### src/sv/hbd_pkg.sv
// Package for the hole border detector: payload structs, register indexes
// and fixed field widths shared by the top level and its ports.
// No dependencies.
package hbd_pkg;

    // Field and register widths
    localparam int CFG_W     = 11;
    localparam int CFG_IDX_W = 1;
    localparam int COUNT_W   = 21;

    localparam logic [COUNT_W-1:0] COUNT_MAX = {COUNT_W{1'b1}};
    localparam logic [CFG_W-1:0]   ROW_SAT   = {CFG_W{1'b1}};
    localparam logic [CFG_W-1:0]   SIZE_RESET = 11'd1024;

    // Steps of the bit-serial position divider
    localparam logic [4:0] DIV_STEPS = 5'(COUNT_W);

    // Configuration register indexes
    localparam logic [CFG_IDX_W-1:0] CFG_IMAGE_WIDTH  = 1'b0;
    localparam logic [CFG_IDX_W-1:0] CFG_IMAGE_HEIGHT = 1'b1;

    // Request command codes
    localparam logic CMD_PIXEL = 1'b0;
    localparam logic CMD_FLUSH = 1'b1;

    typedef struct packed {
        logic       cmd;
        logic [7:0] mask_value;
    } t_in_item;

    typedef struct packed {
        logic               is_border;
        logic               frame_last;
        logic [COUNT_W-1:0] border_count;
    } t_out_item;

endpackage

### src/sv/hole_border_detect.sv
// Hole border detector: 8-connected inner boundary of a raster hole mask.
// Throughput: one request per cycle unless the divider runs, a cfg write
// is offered or the output stalls. A result moves from the window stage
// register to the output register. A write of image_width recomputes the
// output row/column in a bit-serial divider; no request is taken then.
// Reset (synchronous, active low): 1024x1024 size, empty frame; line store
// contents stay undefined.
module hole_border_detect
    import hbd_pkg::*;
#(
    parameter int MAX_WIDTH  = 1024,
    parameter int MAX_HEIGHT = 1024
) (
    input  logic                 i_clk,
    input  logic                 i_rst_n,
    // Pixel request channel
    input  logic                 i_in_valid,
    output logic                 o_in_ready,
    input  t_in_item             i_in_data,
    // Result channel
    output logic                 o_out_valid,
    input  logic                 i_out_ready,
    output t_out_item            o_out_data,
    // Configuration write channel
    input  logic                 i_cfg_valid,
    output logic                 o_cfg_ready,
    input  logic [CFG_IDX_W-1:0] i_cfg_index,
    input  logic [CFG_W-1:0]     i_cfg_data
);

    localparam int AW = (MAX_WIDTH > 1) ? $clog2(MAX_WIDTH) : 1;

    // Configuration and effective sizes
    logic [CFG_W-1:0]   r_width, r_height;
    logic [CFG_W-1:0]   w_eff, h_eff;
    logic [COUNT_W-1:0] w21, h21;

    // Position counters
    logic [CFG_W-1:0]   r_in_row, r_in_col, n_in_row, n_in_col;
    logic [COUNT_W-1:0] r_out_pos, n_out_pos;
    logic [COUNT_W-1:0] r_out_row, n_out_row;
    logic [CFG_W-1:0]   r_out_col, n_out_col;
    logic [CFG_W-1:0]   col_inc;

    // Position divider
    logic [4:0]         r_div_cnt;
    logic [COUNT_W-1:0] r_div_q, n_div_q;
    logic [CFG_W-1:0]   r_div_rem, n_div_rem;
    logic [CFG_W:0]     div_trial;
    logic               div_busy;

    // Accept-side decode
    logic               in_accept, cfg_we;
    logic               hole0, emit0, last0;
    logic [2:0]         rowok0;
    logic [1:0]         colok0;
    logic [31:0]        col32;
    logic [AW-1:0]      rd_addr;

    // Window stage
    logic               r_a_valid, r_a_emit, r_a_hole, r_a_last;
    logic [2:0]         r_a_rowok;
    logic [1:0]         r_a_colok;
    logic [AW-1:0]      r_a_addr;
    logic               a_go;
    logic [1:0]         ram_rdata, line_rd, wr_data;
    logic               r_byp;
    logic [1:0]         r_byp_data;
    logic [8:0]         r_window, nw;
    logic               border;
    logic [COUNT_W-1:0] r_total, n_total;

    // Output register
    logic               r_o_valid;
    t_out_item          r_o_data;

    // Clamp the size registers
    always_comb begin
        if (r_width == '0) begin
            w_eff = 11'd1;
        end else if (32'(r_width) > MAX_WIDTH) begin
            w_eff = CFG_W'(MAX_WIDTH);
        end else begin
            w_eff = r_width;
        end
        if (r_height == '0) begin
            h_eff = 11'd1;
        end else if (32'(r_height) > MAX_HEIGHT) begin
            h_eff = CFG_W'(MAX_HEIGHT);
        end else begin
            h_eff = r_height;
        end
    end

    assign w21 = COUNT_W'(w_eff);
    assign h21 = COUNT_W'(h_eff);

    // Handshakes
    assign div_busy    = (r_div_cnt != '0);
    assign a_go        = r_a_valid && (!r_o_valid || i_out_ready);
    assign o_in_ready  = !div_busy && !i_cfg_valid && (!r_a_valid || a_go);
    assign in_accept   = i_in_valid && o_in_ready;
    assign o_cfg_ready = 1'b1;
    assign cfg_we      = i_cfg_valid && o_cfg_ready;

    // Decode the request against the current positions
    always_comb begin
        hole0 = (i_in_data.cmd == CMD_PIXEL) && (r_in_row < h_eff)
                && (i_in_data.mask_value != 8'd0);
        col32 = (32'(r_in_col) >= MAX_WIDTH) ? 32'(MAX_WIDTH - 1) : 32'(r_in_col);
        rd_addr = col32[AW-1:0];

        emit0 = !(((r_in_row == '0) && (r_in_col <= w_eff))
                  || ((r_in_row == 11'd1) && (r_in_col == '0)));

        rowok0[0] = (r_out_row != '0) && (r_out_row <= h21);
        rowok0[1] = (r_out_row < h21);
        rowok0[2] = (r_out_row < (h21 - 21'd1));
        colok0[0] = (r_out_col != '0);
        colok0[1] = (({1'b0, r_out_col} + 12'd1) < {1'b0, w_eff});
        last0 = (r_out_row >= h21)
                || ((r_out_row == (h21 - 21'd1)) && (r_out_col == (w_eff - 11'd1)));
    end

    // Advance the position counters for an accepted request
    always_comb begin
        col_inc   = r_in_col + 11'd1;
        n_in_col  = col_inc;
        n_in_row  = r_in_row;
        if (col_inc >= w_eff) begin
            n_in_col = '0;
            if (r_in_row < ROW_SAT) begin
                n_in_row = r_in_row + 11'd1;
            end
        end

        n_out_pos = r_out_pos;
        n_out_row = r_out_row;
        n_out_col = r_out_col;
        if (emit0) begin
            if (last0) begin
                n_in_col  = '0;
                n_in_row  = '0;
                n_out_pos = '0;
                n_out_row = '0;
                n_out_col = '0;
            end else if (r_out_pos == COUNT_MAX) begin
                n_out_pos = '0;
                n_out_row = '0;
                n_out_col = '0;
            end else begin
                n_out_pos = r_out_pos + 21'd1;
                if ((r_out_col + 11'd1) == w_eff) begin
                    n_out_col = '0;
                    n_out_row = r_out_row + 21'd1;
                end else begin
                    n_out_col = r_out_col + 11'd1;
                end
            end
        end
    end

    // One restoring step of position / width
    always_comb begin
        div_trial = {r_div_rem, r_div_q[COUNT_W-1]};
        if (div_trial >= {1'b0, w_eff}) begin
            n_div_rem = CFG_W'(div_trial - {1'b0, w_eff});
            n_div_q   = {r_div_q[COUNT_W-2:0], 1'b1};
        end else begin
            n_div_rem = div_trial[CFG_W-1:0];
            n_div_q   = {r_div_q[COUNT_W-2:0], 1'b0};
        end
    end

    // Configuration, counters and divider
    always_ff @(posedge i_clk) begin
        if (!i_rst_n) begin
            r_width   <= SIZE_RESET;
            r_height  <= SIZE_RESET;
            r_in_row  <= '0;
            r_in_col  <= '0;
            r_out_pos <= '0;
            r_out_row <= '0;
            r_out_col <= '0;
            r_div_cnt <= '0;
            r_div_q   <= '0;
            r_div_rem <= '0;
        end else begin
            if (cfg_we) begin
                unique case (i_cfg_index)
                    CFG_IMAGE_WIDTH: begin
                        r_width   <= i_cfg_data;
                        r_div_cnt <= DIV_STEPS;
                        r_div_q   <= r_out_pos;
                        r_div_rem <= '0;
                    end
                    CFG_IMAGE_HEIGHT: begin
                        r_height <= i_cfg_data;
                    end
                endcase
            end else if (div_busy) begin
                r_div_cnt <= r_div_cnt - 5'd1;
                r_div_q   <= n_div_q;
                r_div_rem <= n_div_rem;
                if (r_div_cnt == 5'd1) begin
                    r_out_row <= n_div_q;
                    r_out_col <= n_div_rem;
                end
            end
            if (in_accept) begin
                r_in_row  <= n_in_row;
                r_in_col  <= n_in_col;
                r_out_pos <= n_out_pos;
                r_out_row <= n_out_row;
                r_out_col <= n_out_col;
            end
        end
    end

    // Line store: bit 1 upper line, bit 0 middle line
    hbd_ram #(
        .WIDTH (2),
        .DEPTH (MAX_WIDTH)
    ) u_line_ram (
        .i_clk   (i_clk),
        .i_we    (a_go),
        .i_waddr (r_a_addr),
        .i_wdata (wr_data),
        .i_re    (in_accept),
        .i_raddr (rd_addr),
        .o_rdata (ram_rdata)
    );

    // Forward the write that lands in the same cycle as the read
    assign line_rd = r_byp ? r_byp_data : ram_rdata;
    assign wr_data = {line_rd[0], r_a_hole};

    // Shift the window and test the center pixel
    always_comb begin
        logic nbr_ok;
        nw[2:0] = {line_rd[1], r_window[2:1]};
        nw[5:3] = {line_rd[0], r_window[5:4]};
        nw[8:6] = {r_a_hole, r_window[8:7]};
        border  = 1'b0;
        for (int dr = 0; dr < 3; dr++) begin
            for (int dc = 0; dc < 3; dc++) begin
                nbr_ok = r_a_rowok[dr];
                if (dc == 0) nbr_ok = nbr_ok && r_a_colok[0];
                if (dc == 2) nbr_ok = nbr_ok && r_a_colok[1];
                if (!(dr == 1 && dc == 1) && nbr_ok && !nw[dr * 3 + dc]) begin
                    border = 1'b1;
                end
            end
        end
        border  = border && nw[4];
        n_total = (border && (r_total != COUNT_MAX)) ? r_total + 21'd1 : r_total;
    end

    // Window stage control
    always_ff @(posedge i_clk) begin
        if (!i_rst_n) begin
            r_a_valid <= 1'b0;
            r_byp     <= 1'b0;
            r_window  <= '0;
            r_total   <= '0;
            r_o_valid <= 1'b0;
        end else begin
            if (in_accept) begin
                r_a_valid <= 1'b1;
                r_byp     <= a_go && (r_a_addr == rd_addr);
            end else if (a_go) begin
                r_a_valid <= 1'b0;
            end
            if (a_go) begin
                r_window <= (r_a_emit && r_a_last) ? '0 : nw;
                if (r_a_emit) begin
                    r_total <= r_a_last ? '0 : n_total;
                end
            end
            if (a_go && r_a_emit) begin
                r_o_valid <= 1'b1;
            end else if (i_out_ready) begin
                r_o_valid <= 1'b0;
            end
        end
    end

    // Window stage and output payload
    always_ff @(posedge i_clk) begin
        if (in_accept) begin
            r_a_emit   <= emit0;
            r_a_hole   <= hole0;
            r_a_last   <= last0;
            r_a_rowok  <= rowok0;
            r_a_colok  <= colok0;
            r_a_addr   <= rd_addr;
            r_byp_data <= wr_data;
        end
        if (a_go && r_a_emit) begin
            r_o_data.is_border    <= border;
            r_o_data.frame_last   <= r_a_last;
            r_o_data.border_count <= n_total;
        end
    end

    assign o_out_valid = r_o_valid;
    assign o_out_data  = r_o_data;

    // No request enters while the divider runs
    a_div_blocks_input: assert property (@(posedge i_clk) disable iff (!i_rst_n)
        div_busy |-> !o_in_ready)
        else $error("request accepted during position divide");

    // Output column stays inside the row once the divider is done
    a_col_in_row: assert property (@(posedge i_clk) disable iff (!i_rst_n)
        !div_busy |-> (r_out_col < w_eff))
        else $error("output column beyond image width");

    // A border result always carries a nonzero count
    a_border_counted: assert property (@(posedge i_clk) disable iff (!i_rst_n)
        (o_out_valid && o_out_data.is_border) |-> (o_out_data.border_count != '0))
        else $error("border result with zero count");

endmodule

### src/sv/hbd_ram.sv
// Generic simple dual-port RAM: one write port, one read port with
// registered read data that holds while no read is enabled.
// No dependencies.
module hbd_ram #(
    parameter int WIDTH = 2,
    parameter int DEPTH = 1024
) (
    input  logic                                  i_clk,
    input  logic                                  i_we,
    input  logic [((DEPTH > 1) ? $clog2(DEPTH) : 1)-1:0] i_waddr,
    input  logic [WIDTH-1:0]                      i_wdata,
    input  logic                                  i_re,
    input  logic [((DEPTH > 1) ? $clog2(DEPTH) : 1)-1:0] i_raddr,
    output logic [WIDTH-1:0]                      o_rdata
);

    logic [WIDTH-1:0] r_mem [DEPTH];
    logic [WIDTH-1:0] r_rdata;

    // Write port
    always_ff @(posedge i_clk) begin
        if (i_we) begin
            r_mem[i_waddr] <= i_wdata;
        end
    end

    // Registered read, old data on a same-address write
    always_ff @(posedge i_clk) begin
        if (i_re) begin
            r_rdata <= r_mem[i_raddr];
        end
    end

    assign o_rdata = r_rdata;

endmodule
### config.mk
export PLATFORM = sky130hd
export DESIGN_NAME = hole_border_detect
export DESIGN_NICKNAME = d
export VERILOG_FILES = /design/src/sv/hbd_pkg.sv /design/src/sv/hole_border_detect.sv /design/src/sv/hbd_ram.sv
export SDC_FILE = /design/constraint.sdc
export NUM_CORES = 2
export LEC_CHECK = 0
export ABC_AREA = 1
export BUFFER_PORTS_ARGS = -buffer_cell sky130_fd_sc_hd__buf_2
export CAP_MARGIN = 10
export CELL_PAD_IN_SITES_DETAIL_PLACEMENT = 0
export CELL_PAD_IN_SITES_GLOBAL_PLACEMENT = 1
export CORE_ASPECT_RATIO = 1.4
export CORE_MARGIN = 2
export CORE_UTILIZATION = 25
export DETAILED_ROUTE_END_ITERATION = 8
export GPL_ROUTABILITY_DRIVEN = 1
export PLACE_DENSITY = 0.52
export SYNTH_ARGS = -nofsm -noshare
export SYNTH_HDL_FRONTEND = slang
export SYNTH_SLANG_ARGS = --single-unit
### constraint.sdc
create_clock -name i_clk -period 54.2 [get_ports i_clk]
set_input_delay 10.84 -clock i_clk [delete_from_list [all_inputs] [get_ports i_clk]]
set_output_delay 10.84 -clock i_clk [all_outputs]
set_load 0.02 [all_outputs]
==> impl_metrics.csv <==
group,metric,value,unit
timing,tns,0,ps
timing,hold_violations,0,
logic_synthesis,synthArstFlopShare,0,%
setup_path,cp.required,43360,ps
finish,mostFrequentLayoutCell,"nor2_1",
die,die_w,534,µm
timing,max-slew-margin-rel,21.7,%
detailed_routing,vias,68900,
setup_path,cp-end-kind,"output pin",
logic_synthesis,synth_compound_area_share,11.7,%
cts,holdBufCountCts,0,
logic_synthesis,ys_ff_latch,2257,
cts,root_buffer,"clkbuf_16",
logic_synthesis,ys_seq_area_share,67.1,%
detailed_routing,wl_met2,171000,µm
power,sw_frac_of_total,25.6,%
detailed_routing,maxUsedRoutingLayer,"met4",
finish,fin_cells,14200,
detailed_routing,dr.first_iter.drc_count,5571,
logic_synthesis,synthMuxAreaShare,0.0102,%
worst_hold_path,hold_path.class,"reg2reg",
setup_path,crit_fanout,5,
timing,max_clock_freq,44.4,MHz
logic_synthesis,syn-cell-area,0.0985,mm²
power,power,0.00391,W
power,internal_power,0.00291,W
detailed_routing,drt-pass1-iter-count,6,
cts,cts_max_level,4,
detailed_routing,routed_wirelength,325000,µm
power,share_comb_of_total_power,10.2,%
cts,clk_path_buf_depth,4,
logic_synthesis,synth_fa_ha_area_share,1.32,%
finish,mostFrequentLayoutCells,"nor2_1, edfxtp_1, o21ai_0",
cts,cts_buffers,229,
logic_synthesis,synthDistinctLibCells,58,
die,die_height,747,µm
finish,nFillCells,40800,
die,num_io_pins,52,
timing,clock_skew,43.1,ps
run_status,status,"finished, final reports clean",
global_routing,grt-ovfl-total,0,
setup_path,cp-start-kind,"input port",
global_routing,track_usage,15.8,%
logic_synthesis,synth_simple_gate_area_share,15.4,%
detailed_routing,via_per_inst,4.84,
timing,min_period_over_period,41.6,%
power,power.net_switching,0.00100,W
setup_path,worstSetupPathType,"in2out",
finish,area_growth,13.2,%
timing,setup_viol,0,
placement,dp_hpwl,178000,µm
finish,num-nets-final,8979,
die,initial_core_util,25.1,%
power,p_leak,34.3,nW
logic_synthesis,syn_inst,9110,
detailed_routing,wl_per_cell,22.8,µm
placement,place_inst,13800,
timing,tightest_slew,1170,ps
detailed_routing,drc_errors,0,
cts,clk_pin_slew_worst_paths,60,ps
logic_synthesis,synth_ff_type,"edfxtp_1",
cts,cts.sinks,2257,
detailed_routing,ant_nets,0,
power,peakVddDrop,0.0000282,V
finish,finish.utilization,28.4,%
cts,clkLatencyLatePin,930,ps
global_routing,grt_pass1_vias,69400,
logic_synthesis,synth_edf_count,2093,
global_routing,antenna_found_initial,13,
logic_synthesis,yosysWarnings,0,
power,p_seq_share,49.3,%
setup_path,cp.arrival,11690,ps
placement,gp_congestion,0.779,
timing,fin_ws,31670,ps
global_routing,grt_max_degree,236,
timing,period_needed,22530,ps
timing,rsz0062_at_grt,"false",
cts,cts_tree,"built",
cts,cts_setup_buffers,0,
detailed_routing,wl_met3,14400,µm
finish,drive_gt1_share,6.87,%
global_routing,grt_first_pass_wirelength,469000,µm
placement,port-buffer-count,50,
cts,cts_resized,0,
power,p_clk_share,40.5,%
die,dieArea,0.399,mm²
die,coreArea,0.392,mm²
logic_synthesis,synth_top_family_by_area,"simple AND/OR/NAND/NOR gates",
placement,pre_cts_ws,31680,ps
logic_synthesis,synthXorXnorAreaFrac,0.649,%
logic_synthesis,syn_avg_cell_area,10.8,µm²
run,maxCapViolCount,0,
detailed_routing,wl_met1,131000,µm
die,fp-row-count,272,
timing,maxSlewViolCount,0,
power,p_per_area,35.1,mW/mm²
==> worst paths after layout <==
kind / startpoint / endpoint / slack, ps / cells past startpoint
worst min register to register: r_window[4] / r_window[4] / 470 / 2
worst min-delay path: r_window[4] / r_window[4] / 470 / 2
worst max-delay path: i_cfg_valid / o_in_ready / 31670 / 5
worst max register to register: r_in_col[0] / u_line_ram.o_rdata[0] / 48400 / 15
==> per-stage QoR <==
stage / hold slack [ps] / instance area, µm²
final: 474 / 112000
after global routing: 496 / 112000
after CTS: 477 / 112000
after detailed placement: 466 / 104000
after global placement: 454 / 104000
after floorplan: 445 / 98500
==> cells in the mapped netlist, types with 102 or more instances <==
library cell,instances,area (µm²)
nor2_1,2587,9710
edfxtp_1,2093,62900
o21ai_0,1137,5690
clkbuf_1,549,2060
nand2_1,536,2010
nand3_1,473,2370
o211ai_1,388,2910
inv_1,229,860
dfxtp_1,164,3280
o221ai_1,132,1160
a21oi_1,131,656
o22ai_1,109,682
ha_1,102,1280
==> cell type report <==
class	count	area (µm²)	share of cell area, %
Clock inverter	140	1290	1.16
Clock buffer	278	6000	5.38
Multi-Input combinational cell	5916	29000	26.0
Sequential cell	2257	66100	59.3
Timing Repair Buffer	207	1620	1.45
Tap cell	5206	6510	5.84
Inverter	239	920	0.825
Antenna cell	2	5.00	0.00449
==> metal layers <==
metal  global-route usage (%)  vias up
met3                     1.68      425
li1                         -    31900
met2                     29.4     1689
met5                        0        -
met4                     4.61        0
met1                     18.8    34900
==> worst max-delay path, stage by stage <==
cell	delay, ps
buf_2	110
inv_1	170
nand4_1	190
nor2_1	190
buf_2	200
==> power groups by stage <==
stage	registers, W	clock network, W	logic (W)
after CTS	0.00193	0.00163	0.000409
after global placement	0.00197	0	0.000406
after floorplan	0.00203	0	0.000259
after detailed placement	0.00197	0	0.000408
final	0.00193	0.00158	0.000400
after global routing	0.00193	0.00169	0.000447
==> registers in the layout, indices dropped and copies added (netlist names), 21 cells and up <==
| signal | cells |
|---|---|
| u_line_ram.r_mem | 2048 |
| r_out_row | 21 |
| r_div_q | 21 |
| r_out_pos | 21 |
| r_total | 21 |
| o_out_data | 23 |
==> cell families (layout without fill, tap and decap cells) <==
group / Yosys count / in the layout
xor+xnor: 73 / 73
fa+ha+maj: 103 / 103
mux: 1 / 1
compound gates: 1952 / 1952
simple gates: 3776 / 3776
flops: 2257 / 2257
buf+inv: 947 / 864
other cells: 1 / 13
(Power assumes the default switching activity.)
